**config.mk**
```make
export PLATFORM = sky130hd
export DESIGN_NAME = meter_poll_retry_sequencer_unit
export DESIGN_NICKNAME = d
export VERILOG_FILES = /design/src/sv/mprs_pkg.sv /design/src/sv/mprs_ctrl.sv /design/src/sv/mprs_datapath.sv /design/src/sv/meter_poll_retry_sequencer_unit.sv
export SDC_FILE = /design/constraint.sdc
export NUM_CORES = 1
export LEC_CHECK = 0
export BUFFER_PORTS_ARGS = -buffer_cell sky130_fd_sc_hd__clkbuf_2
export CAP_MARGIN = 40
export CORE_ASPECT_RATIO = 0.6
export CORE_MARGIN = 2
export CORE_UTILIZATION = 40
export CTS_CLUSTER_SIZE = 40
export DETAILED_ROUTE_END_ITERATION = 8
export RECOVER_POWER = 100
export SLEW_MARGIN = 5
export SYNTH_ARGS = -nofsm -noshare
export SYNTH_HDL_FRONTEND = slang
export SYNTH_HIERARCHICAL = 1
export SYNTH_SLANG_ARGS = --single-unit
```
**constraint.sdc**
```tcl
create_clock -name clk -period 7.84 [get_ports clk]
set_clock_uncertainty 0.05 [all_clocks]
set_input_delay 1.176 -clock clk [delete_from_list [all_inputs] [get_ports clk]]
set_output_delay 1.176 -clock clk [all_outputs]
set_load 0.01 [all_outputs]
```
**src/sv/mprs_pkg.sv**
```systemverilog
// types, constants and helpers shared by the meter poll retry sequencer
// no dependencies; imported by every module of the block
`default_nettype none

package mprs_pkg;

  localparam int RX_DEPTH = 64;
  localparam int RX_AW    = $clog2(RX_DEPTH);
  localparam int RX_CW    = $clog2(RX_DEPTH + 1);

  localparam logic [15:0] POLL_RST  = 16'd1000;
  localparam logic [11:0] WAIT_RST  = 12'd100;
  localparam logic [3:0]  RETRY_RST = 4'd5;

  localparam logic CMD_TICK = 1'b0;
  localparam logic CMD_BYTE = 1'b1;

  localparam logic [1:0] REG_POLL  = 2'd0;
  localparam logic [1:0] REG_WAIT  = 2'd1;
  localparam logic [1:0] REG_RETRY = 2'd2;

  localparam logic [RX_AW-1:0] ADDR_VEXP = RX_AW'(7);
  localparam logic [RX_AW-1:0] ADDR_CEXP = RX_AW'(8);
  localparam logic [RX_AW-1:0] ADDR_PEXP = RX_AW'(9);

  localparam logic [3:0] Q_LAST     = 4'd15;
  localparam logic [3:0] Q_CURRENT  = 4'd3;
  localparam logic [3:0] Q_POWER    = 4'd6;
  localparam logic [3:0] Q_PF       = 4'd12;

  localparam logic signed [7:0] EXP_FIXED = -8'sd2;

  typedef enum logic [2:0] {
    ACT_REQ_SCALE  = 3'd0,
    ACT_REQ_VALUES = 3'd1,
    ACT_VALUE      = 3'd2,
    ACT_ERR_SCALE  = 3'd3,
    ACT_ERR_VALUES = 3'd4
  } act_t;

  typedef enum logic [1:0] {
    PH_IDLE   = 2'd0,
    PH_SCALE  = 2'd1,
    PH_VALUES = 2'd2
  } phase_t;

  typedef enum logic [3:0] {
    DP_NONE,
    DP_ACCEPT,
    DP_EXP0,
    DP_EXP1,
    DP_EXP2,
    DP_EXP3,
    DP_VLO,
    DP_VHI,
    DP_VCAP,
    DP_VEMIT
  } dp_op_t;

  typedef enum logic [3:0] {
    ST_IDLE,
    ST_EXP0,
    ST_EXP1,
    ST_EXP2,
    ST_EXP3,
    ST_VLO,
    ST_VHI,
    ST_VCAP,
    ST_VOUT
  } ctl_state_t;

  typedef struct packed {
    logic       command;
    logic [7:0] rx_byte;
  } in_item_t;

  typedef struct packed {
    logic [2:0]        action;
    logic [3:0]        quantity;
    logic [15:0]       raw_value;
    logic signed [7:0] decimal_exponent;
    logic              last;
  } out_item_t;

  typedef struct packed {
    logic [15:0] poll_period;
    logic [11:0] reply_wait;
    logic [3:0]  retry_limit;
  } cfg_t;

  typedef struct packed {
    logic out_free;
    logic go_exp;
    logic go_values;
    logic last_val;
  } dp_status_t;

  // buffer position of the low byte of value result k
  function automatic logic [5:0] val_lo_addr(input logic [3:0] k);
    logic [5:0] a;
    if (k < Q_PF) begin
      a = 6'd6 + {1'b0, k, 1'b0};
    end else if (k == Q_LAST) begin
      a = 6'd33;
    end else begin
      a = 6'd18 + {2'b00, k};
    end
    return a;
  endfunction

endpackage

`default_nettype wire

```
**src/sv/mprs_ctrl.sv**
```systemverilog
// controller state machine: item acceptance, exponent load and value emission steps
// depends on mprs_pkg; drives the datapath through dp_op_t commands
`default_nettype none

module mprs_ctrl
  import mprs_pkg::*;
(
  input  wire        clk,
  input  wire        rst_n,
  input  wire        in_valid,
  output logic       in_stall,
  input  dp_status_t sts,
  output dp_op_t     op
);

  ctl_state_t state_r, state_nxt;

  always_ff @(posedge clk) begin
    if (!rst_n) begin
      state_r <= ST_IDLE;
    end else begin
      state_r <= state_nxt;
    end
  end

  always_comb begin
    state_nxt = state_r;
    case (state_r)
      ST_IDLE: begin
        if (in_valid && sts.out_free) begin
          if (sts.go_exp) begin
            state_nxt = ST_EXP0;
          end else if (sts.go_values) begin
            state_nxt = ST_VLO;
          end
        end
      end
      ST_EXP0: state_nxt = ST_EXP1;
      ST_EXP1: state_nxt = ST_EXP2;
      ST_EXP2: state_nxt = ST_EXP3;
      ST_EXP3: state_nxt = ST_IDLE;
      ST_VLO:  state_nxt = ST_VHI;
      ST_VHI:  state_nxt = ST_VCAP;
      ST_VCAP: state_nxt = ST_VOUT;
      ST_VOUT: begin
        if (sts.out_free) begin
          state_nxt = sts.last_val ? ST_IDLE : ST_VLO;
        end
      end
      default: state_nxt = ST_IDLE;
    endcase
  end

  always_comb begin
    in_stall = 1'b1;
    op       = DP_NONE;
    case (state_r)
      ST_IDLE: begin
        in_stall = !sts.out_free;
        op       = (in_valid && sts.out_free) ? DP_ACCEPT : DP_NONE;
      end
      ST_EXP0: op = DP_EXP0;
      ST_EXP1: op = DP_EXP1;
      ST_EXP2: op = DP_EXP2;
      ST_EXP3: op = DP_EXP3;
      ST_VLO:  op = DP_VLO;
      ST_VHI:  op = DP_VHI;
      ST_VCAP: op = DP_VCAP;
      ST_VOUT: op = sts.out_free ? DP_VEMIT : DP_NONE;
      default: op = DP_NONE;
    endcase
  end

endmodule

`default_nettype wire

```
**src/sv/mprs_datapath.sv**
```systemverilog
// datapath: poll state, reply window timing, reply buffer and output register
// depends on mprs_pkg; commanded by mprs_ctrl
`default_nettype none

module mprs_datapath
  import mprs_pkg::*;
(
  input  wire        clk,
  input  wire        rst_n,
  input  cfg_t       cfg,
  input  in_item_t   in_data,
  input  dp_op_t     op,
  output dp_status_t sts,
  output logic       out_valid,
  input  wire        out_stall,
  output out_item_t  out_data
);

  phase_t           phase_r, phase_nxt;
  logic             waiting_r, waiting_nxt;
  logic [3:0]       attempts_r, attempts_nxt;
  logic [11:0]      timer_r, timer_nxt;
  logic [15:0]      since_r, since_nxt;
  logic [RX_CW-1:0] bcnt_r, bcnt_nxt;
  logic [7:0]       vexp_r, vexp_nxt;
  logic [7:0]       cexp_r, cexp_nxt;
  logic [7:0]       pexp_r, pexp_nxt;
  logic [3:0]       k_r, k_nxt;
  logic [7:0]       lo_r, lo_nxt;
  logic [7:0]       hi_r, hi_nxt;
  logic             out_valid_r, out_valid_nxt;
  out_item_t        out_data_r, out_data_nxt;

  logic [7:0]        mem [RX_DEPTH];
  logic [RX_DEPTH-1:0] vld_r;
  logic [7:0]        rd_data_r;
  logic              rd_vld_r;
  logic [7:0]        rd_byte;
  logic [RX_AW-1:0]  rd_addr;
  logic [RX_AW-1:0]  lo_addr;

  logic        is_byte, wr_ok;
  logic [15:0] since_inc;
  logic        busy, closed, good;
  logic        tk_poll, tk_resend, tk_count, tk_retry, tk_fail, go_exp, go_values;
  logic        out_free, pf;
  logic [7:0]  val_exp;

  assign is_byte   = (op == DP_ACCEPT) && (in_data.command == CMD_BYTE);
  assign wr_ok     = waiting_r && (phase_r != PH_IDLE) && (bcnt_r < RX_CW'(RX_DEPTH));
  assign since_inc = (since_r == 16'hFFFF) ? since_r : since_r + 16'd1;

  assign busy      = phase_r != PH_IDLE;
  assign closed    = busy && waiting_r && !(timer_r < cfg.reply_wait);
  assign good      = closed && (bcnt_r != '0);
  assign tk_poll   = !busy && (since_inc >= cfg.poll_period);
  assign tk_resend = busy && !waiting_r;
  assign tk_count  = busy && waiting_r && (timer_r < cfg.reply_wait);
  assign go_exp    = good && (phase_r == PH_SCALE);
  assign go_values = good && (phase_r == PH_VALUES);
  assign tk_retry  = closed && !good && (attempts_r < cfg.retry_limit);
  assign tk_fail   = closed && !good && !(attempts_r < cfg.retry_limit);

  assign out_free  = !out_valid_r || !out_stall;

  assign sts.out_free  = out_free;
  assign sts.go_exp    = (in_data.command == CMD_TICK) && go_exp;
  assign sts.go_values = (in_data.command == CMD_TICK) && go_values;
  assign sts.last_val  = k_r == Q_LAST;

  assign lo_addr = RX_AW'(val_lo_addr(k_r));
  assign rd_byte = rd_vld_r ? rd_data_r : 8'h00;
  assign pf      = (k_r >= Q_PF) && (k_r != Q_LAST);

  always_comb begin
    if (k_r < Q_CURRENT) begin
      val_exp = vexp_r;
    end else if (k_r < Q_POWER) begin
      val_exp = cexp_r;
    end else if (k_r < Q_PF) begin
      val_exp = pexp_r;
    end else begin
      val_exp = EXP_FIXED;
    end
  end

  always_comb begin
    case (op)
      DP_EXP0: rd_addr = ADDR_VEXP;
      DP_EXP1: rd_addr = ADDR_CEXP;
      DP_EXP2: rd_addr = ADDR_PEXP;
      DP_VHI:  rd_addr = lo_addr + RX_AW'(1);
      default: rd_addr = lo_addr;
    endcase
  end

  // reply buffer with registered read
  always_ff @(posedge clk) begin
    if (is_byte && wr_ok) begin
      mem[bcnt_r[RX_AW-1:0]] <= in_data.rx_byte;
    end
    rd_data_r <= mem[rd_addr];
  end

  always_ff @(posedge clk) begin
    if (!rst_n) begin
      vld_r    <= '0;
      rd_vld_r <= 1'b0;
    end else begin
      if (is_byte && wr_ok) begin
        vld_r[bcnt_r[RX_AW-1:0]] <= 1'b1;
      end
      rd_vld_r <= vld_r[rd_addr];
    end
  end

  always_comb begin
    phase_nxt     = phase_r;
    waiting_nxt   = waiting_r;
    attempts_nxt  = attempts_r;
    timer_nxt     = timer_r;
    since_nxt     = since_r;
    bcnt_nxt      = bcnt_r;
    vexp_nxt      = vexp_r;
    cexp_nxt      = cexp_r;
    pexp_nxt      = pexp_r;
    k_nxt         = k_r;
    lo_nxt        = lo_r;
    hi_nxt        = hi_r;
    out_valid_nxt = out_valid_r && out_stall;
    out_data_nxt  = out_data_r;

    case (op)
      DP_ACCEPT: begin
        if (is_byte) begin
          if (wr_ok) begin
            bcnt_nxt = bcnt_r + RX_CW'(1);
          end
        end else begin
          since_nxt = since_inc;
          out_data_nxt = '0;
          out_data_nxt.last = 1'b1;
          if (tk_poll) begin
            phase_nxt     = PH_SCALE;
            attempts_nxt  = '0;
            bcnt_nxt      = '0;
            waiting_nxt   = 1'b1;
            timer_nxt     = '0;
            out_valid_nxt = 1'b1;
            out_data_nxt.action = ACT_REQ_SCALE;
          end else if (tk_resend || tk_retry) begin
            if (tk_retry) begin
              attempts_nxt = attempts_r + 4'd1;
            end
            waiting_nxt   = 1'b1;
            timer_nxt     = '0;
            out_valid_nxt = 1'b1;
            out_data_nxt.action = (phase_r == PH_SCALE) ? ACT_REQ_SCALE : ACT_REQ_VALUES;
          end else if (tk_count) begin
            timer_nxt = timer_r + 12'd1;
          end else if (go_exp) begin
            phase_nxt     = PH_VALUES;
            attempts_nxt  = '0;
            bcnt_nxt      = '0;
            waiting_nxt   = 1'b1;
            timer_nxt     = '0;
            out_valid_nxt = 1'b1;
            out_data_nxt.action = ACT_REQ_VALUES;
          end else if (go_values) begin
            since_nxt   = '0;
            phase_nxt   = PH_IDLE;
            waiting_nxt = 1'b0;
            k_nxt       = '0;
          end else if (tk_fail) begin
            phase_nxt     = PH_IDLE;
            waiting_nxt   = 1'b0;
            out_valid_nxt = 1'b1;
            out_data_nxt.action = (phase_r == PH_SCALE) ? ACT_ERR_SCALE : ACT_ERR_VALUES;
          end
        end
      end
      DP_EXP1: vexp_nxt = rd_byte;
      DP_EXP2: cexp_nxt = rd_byte;
      DP_EXP3: pexp_nxt = rd_byte;
      DP_VHI:  lo_nxt   = rd_byte;
      DP_VCAP: hi_nxt   = rd_byte;
      DP_VEMIT: begin
        out_valid_nxt = 1'b1;
        out_data_nxt.action           = ACT_VALUE;
        out_data_nxt.quantity         = k_r;
        out_data_nxt.raw_value        = pf ? {8'h00, lo_r} : {hi_r, lo_r};
        out_data_nxt.decimal_exponent = val_exp;
        out_data_nxt.last             = k_r == Q_LAST;
        k_nxt = k_r + 4'd1;
      end
      default: begin
      end
    endcase
  end

  always_ff @(posedge clk) begin
    if (!rst_n) begin
      phase_r     <= PH_IDLE;
      waiting_r   <= 1'b0;
      attempts_r  <= '0;
      timer_r     <= '0;
      since_r     <= '0;
      bcnt_r      <= '0;
      vexp_r      <= '0;
      cexp_r      <= '0;
      pexp_r      <= '0;
      k_r         <= '0;
      out_valid_r <= 1'b0;
    end else begin
      phase_r     <= phase_nxt;
      waiting_r   <= waiting_nxt;
      attempts_r  <= attempts_nxt;
      timer_r     <= timer_nxt;
      since_r     <= since_nxt;
      bcnt_r      <= bcnt_nxt;
      vexp_r      <= vexp_nxt;
      cexp_r      <= cexp_nxt;
      pexp_r      <= pexp_nxt;
      k_r         <= k_nxt;
      out_valid_r <= out_valid_nxt;
    end
  end

  always_ff @(posedge clk) begin
    lo_r       <= lo_nxt;
    hi_r       <= hi_nxt;
    out_data_r <= out_data_nxt;
  end

  assign out_valid = out_valid_r;
  assign out_data  = out_data_r;

endmodule

`default_nettype wire

```
**src/sv/meter_poll_retry_sequencer_unit.sv**
```systemverilog
// top level of the meter poll retry sequencer: register port, controller and datapath
// depends on mprs_pkg, mprs_ctrl and mprs_datapath
//
// Polling master for a three-phase meter. Each input transaction is a millisecond tick
// or a received byte. A byte, and a tick that sends a request, times the reply window or
// reports an error, is taken as soon as the output register is free. A tick that closes
// a good scale reply puts out the values request at once and then stalls the input in
// ST_EXP0 to ST_EXP3 while the three exponents are read over the reply buffer's single
// read port. A tick that closes a good values reply emits sixteen value results, each
// through ST_VLO, ST_VHI, ST_VCAP and ST_VOUT (two buffer reads and the output load; an
// output stall holds ST_VOUT). The output register holds one result. Registers: poll
// period at 0x0, reply wait at 0x4, retry limit at 0x8; write only while idle.
`default_nettype none

module meter_poll_retry_sequencer_unit
  import mprs_pkg::*;
(
  input  wire        clk,
  input  wire        rst_n,
  input  wire        in_valid,
  output logic       in_stall,
  input  in_item_t   in_data,
  output logic       out_valid,
  input  wire        out_stall,
  output out_item_t  out_data,
  input  wire        psel,
  input  wire        penable,
  input  wire        pwrite,
  input  wire [3:0]  paddr,
  input  wire [31:0] pwdata,
  output logic [31:0] prdata,
  output logic       pready
);

  cfg_t       cfg_r, cfg_nxt;
  dp_status_t sts;
  dp_op_t     op;
  logic       wr_en;

  assign pready = 1'b1;
  assign wr_en  = psel && penable && pwrite && pready;

  always_comb begin
    cfg_nxt = cfg_r;
    if (wr_en) begin
      case (paddr[3:2])
        REG_POLL:  cfg_nxt.poll_period = pwdata[15:0];
        REG_WAIT:  cfg_nxt.reply_wait  = pwdata[11:0];
        REG_RETRY: cfg_nxt.retry_limit = pwdata[3:0];
        default: begin
        end
      endcase
    end
  end

  always_ff @(posedge clk) begin
    if (!rst_n) begin
      cfg_r.poll_period <= POLL_RST;
      cfg_r.reply_wait  <= WAIT_RST;
      cfg_r.retry_limit <= RETRY_RST;
    end else begin
      cfg_r <= cfg_nxt;
    end
  end

  always_comb begin
    case (paddr[3:2])
      REG_POLL:  prdata = {16'h0000, cfg_r.poll_period};
      REG_WAIT:  prdata = {20'h00000, cfg_r.reply_wait};
      REG_RETRY: prdata = {28'h0000000, cfg_r.retry_limit};
      default:   prdata = '0;
    endcase
  end

  mprs_ctrl u_ctrl (
    .clk      (clk),
    .rst_n    (rst_n),
    .in_valid (in_valid),
    .in_stall (in_stall),
    .sts      (sts),
    .op       (op)
  );

  mprs_datapath u_dp (
    .clk       (clk),
    .rst_n     (rst_n),
    .cfg       (cfg_r),
    .in_data   (in_data),
    .op        (op),
    .sts       (sts),
    .out_valid (out_valid),
    .out_stall (out_stall),
    .out_data  (out_data)
  );

endmodule

`default_nettype wire

```
==> results by group <==
Worst hold path
  • Hold path depth: 2
  • Worst Hold Class: register to register

CTS
  • TritonCTS Buffers: 68
  • Clk buf depth: 3
  • Sink Count: between 700 and 800
  • Clk_lat worst skew: around 0.63 ns
  • Post-CTS setup buffers: 0
  • Htree depth: 3
  • Resized Gates After CTS: 0
  • CTS tree: yes
  • Clk pin slew, worst setup/hold paths: around 0.07 ns
  • CTS root buffer: clkbuf_16
  • Hold buffer count at cts: 0

STA
  • Worst-Margin Slew: 3.16 ns
  • # setup viols final: 0
  • Tmin final: ~6.3 ns
  • Final hold viol count: 0
  • RSZ-0062 raised after global routing: no
  • TNS Setup: 0 ns
  • Final Max Slew Viols: between 700 and 800
  • Slew margin rel.: -1.11
  • Fmax: 0.159 GHz
  • Final critical-path share of the clock period: 0.801

Route
  • Initial DRC Count: about 2000
  • DRC Markers: 0
  • Routed WL: 76600 µm
  • Drt first pass iters: 5
  • Via count: between 15000 and 20000
  • DRT antenna net count: 0
  • Vias per inst: between 5 and 6
  • Drt wl/cell: 22.7 µm

Setup path
  • Gate family responsible for the most delay along the worst path: compound AO/OA/AOI/OAI gates
  • WP buf/inv: 0
  • Slowest CP cell: a211oi_1
  • Worst setup SP type: register
  • Kind of critical path: register to register
  • Critical Path End Type: register
  • Largest stage delay, worst path: approximately 1.2 ns
  • Critical path, cell by cell: ha_1 -> nand2_1 -> or4_1 -> or3_1 -> nor2b_1 -> nand3_1 -> xnor2_1 -> ha_1 -> a211o_1 -> a21oi_1 -> o21ai_0 -> a2111oi_4 -> o22ai_1 -> a211oi_1 -> o21ai_0 -> a21oi_1
  • CP arrival: between 6 and 7 ns
  • Worst-path fanout max: 11
  • Worst path depth: 16
  • WP data required: 8.33 ns
  • R2R cell count: 16

Power
  • Total Power: between 7 and 8 mW
  • Pwr Density: 221 mW/mm²
  • LEAKAGE: 11.3 nW
  • VDD IR max: between 150 and 200 µV

Finish
  • Most common cell after layout, fill and taps aside: edfxtp_1
  • P&R area growth vs syn: 11.2%
  • Fillers: 6956
  • Ratio of cells with drive above 1 in the final layout: 0.139
  • Multi-input logic area: a little under 0.01 mm²
  • Layout net count: 2361
  • Commonest cells after routing, fill and taps aside: 560 x edfxtp_1, 225 x nand2_1, 201 x nor2_1
  • Fin cells: ~3400
  • Sequential cell area: roughly 0.020 mm²

Placed design
  • PortBufs: 83
  • Detailed placer's ending HPWL: between 50000 and 60000 µm
  • GPL Wtd Cong: around 0.86
  • Dpl cells: roughly 3200

Logic synthesis
  • Top FF cell, synth: edfxtp_1
  • Post-synthesis async set-or-reset flop share: 0
  • Post-synth EDFFs: 560
  • Post-Syn Area: between 0.03 and 0.04 mm²
  • Yosys top cell by area: edfxtp_1
  • Synth Area per Inst: around 15 µm²
  • Yosys reg bits: 740
  • Syn Inst Count: about 2100
  • Seq/Total Area, Yosys: 0.652
  • Synth unique cells: 89
  • Synth top area cells: edfxtp_1 54%, dfxtp_1 12%, mux4_2 10%
  • Syn. warnings: 6
  • Top cell type's share of synthesized area: 0.537

GRT
  • Vias in the first global route: 18100
  • Initial antenna violation count: 0
  • GRT Overall Usage: 0.193
  • Total grt overflow: 0
  • First-pass GRT wire length: 115000 µm
  • Largest net degree at the start of global routing: 73

Die
  • Die Y: 221 µm
  • Die W: 365 µm
  • # rows: between 70 and 80
  • Core ar.: 0.0775 mm²
  • Starting Density: 0.404
  • I/O Pins: approximately 120
  • Die ar.: 0.0806 mm²

Run status
  • Status: finished with violations
  • Failing checks: max-capacitance violations, max-slew violations

Job
  • Max Cap Violations: 13
## synth_stat cells (16+ instances only)
master      n
ha_1       41
mux2i_1    79
a21oi_1    68
buf_2      39
nor3_1     23
dfxtp_1   180
and2_1     27
a22oi_1    17
buf_4      26
nand2_1   225
nand3_1    35
mux4_2    144
inv_1      56
a32oi_1    34
buf_6      16
edfxtp_1  560
o21ai_0    43
nor2_1    200
clkbuf_1   34
a21o_1     16
o21a_1     49
## per-layer routing
metal  vias up  routed length, µm  track usage
met4         0               1280       0.0458
met5         -                  0            0
met2       684              31000        0.262
met3        89               7460       0.0562
li1       8344                  -            -
met1      9520              36900        0.300
## per-stage QoR
step                      utilization  hold WS, ns  worst slack [ns]  instance area, µm²
final                           0.449        0.404              1.56               34800
after global routing            0.449        0.431              1.18               34800
after CTS                       0.454        0.407              2.60               35200
after detailed placement        0.425        0.398              2.26               32900
after global placement          0.420        0.391              2.28               32500
after floorplan                     -        0.382              3.70               31400
## worst min-delay path: cells and delay by family (launching register included)
| family | cells | cell delay [ns] |
|---|---|---|
| AO/OA/AOI/OAI | 1 | 0.05 |
| AND/OR/NAND/NOR | 1 | 0.05 |
| flip-flops | 1 | 0.31 |
## layout make-up
class,instances,share of cell area
sequential,740,0.586
multi-input combinational,1227,0.282
clock buffer,98,0.0552
tap,1053,0.0378
timing repair buffer,171,0.0236
clock inverter,27,0.00877
inverter,60,0.00647
antenna,1,0.0000719
## state kept, by name, indices dropped and copies added, names as in the netlist, 12 cells and up
name	flops
cfg_r	32
u_dp/since_r	16
u_dp/timer_r	12
u_dp/mem	512
u_dp/out_data	32
u_dp/vld_r	64
## cells by family after synthesis
family / share of synthesized area
flops: 0.652
simple gates: 0.0965
compound gates: 0.0651
mux: 0.131
buf+inv: 0.0351
fa+ha+maj: 0.0164
xor+xnor: 0.00419
other cells: 0.000240
## final timing paths
path / startpoint / endpoint / slack (ns)
setup / recovery: u_dp/since_r[0] / u_dp/timer_r[11] / 1.56
hold / removal: u_dp/cexp_r[7] / u_dp/cexp_r[7] / 0.40
setup reg to reg: u_dp/since_r[0] / u_dp/timer_r[11] / 1.56
hold reg to reg: u_dp/cexp_r[7] / u_dp/cexp_r[7] / 0.40
## power breakdown
part           leakage, nW  internal [mW]  total [mW]  switching (mW)
clock network         1.08           1.91        3.35            1.43
registers             6.51           4.22        4.22         0.00498
logic                 3.72         0.0242       0.132           0.108
Note: power is estimated with default switching activity, not from simulation.
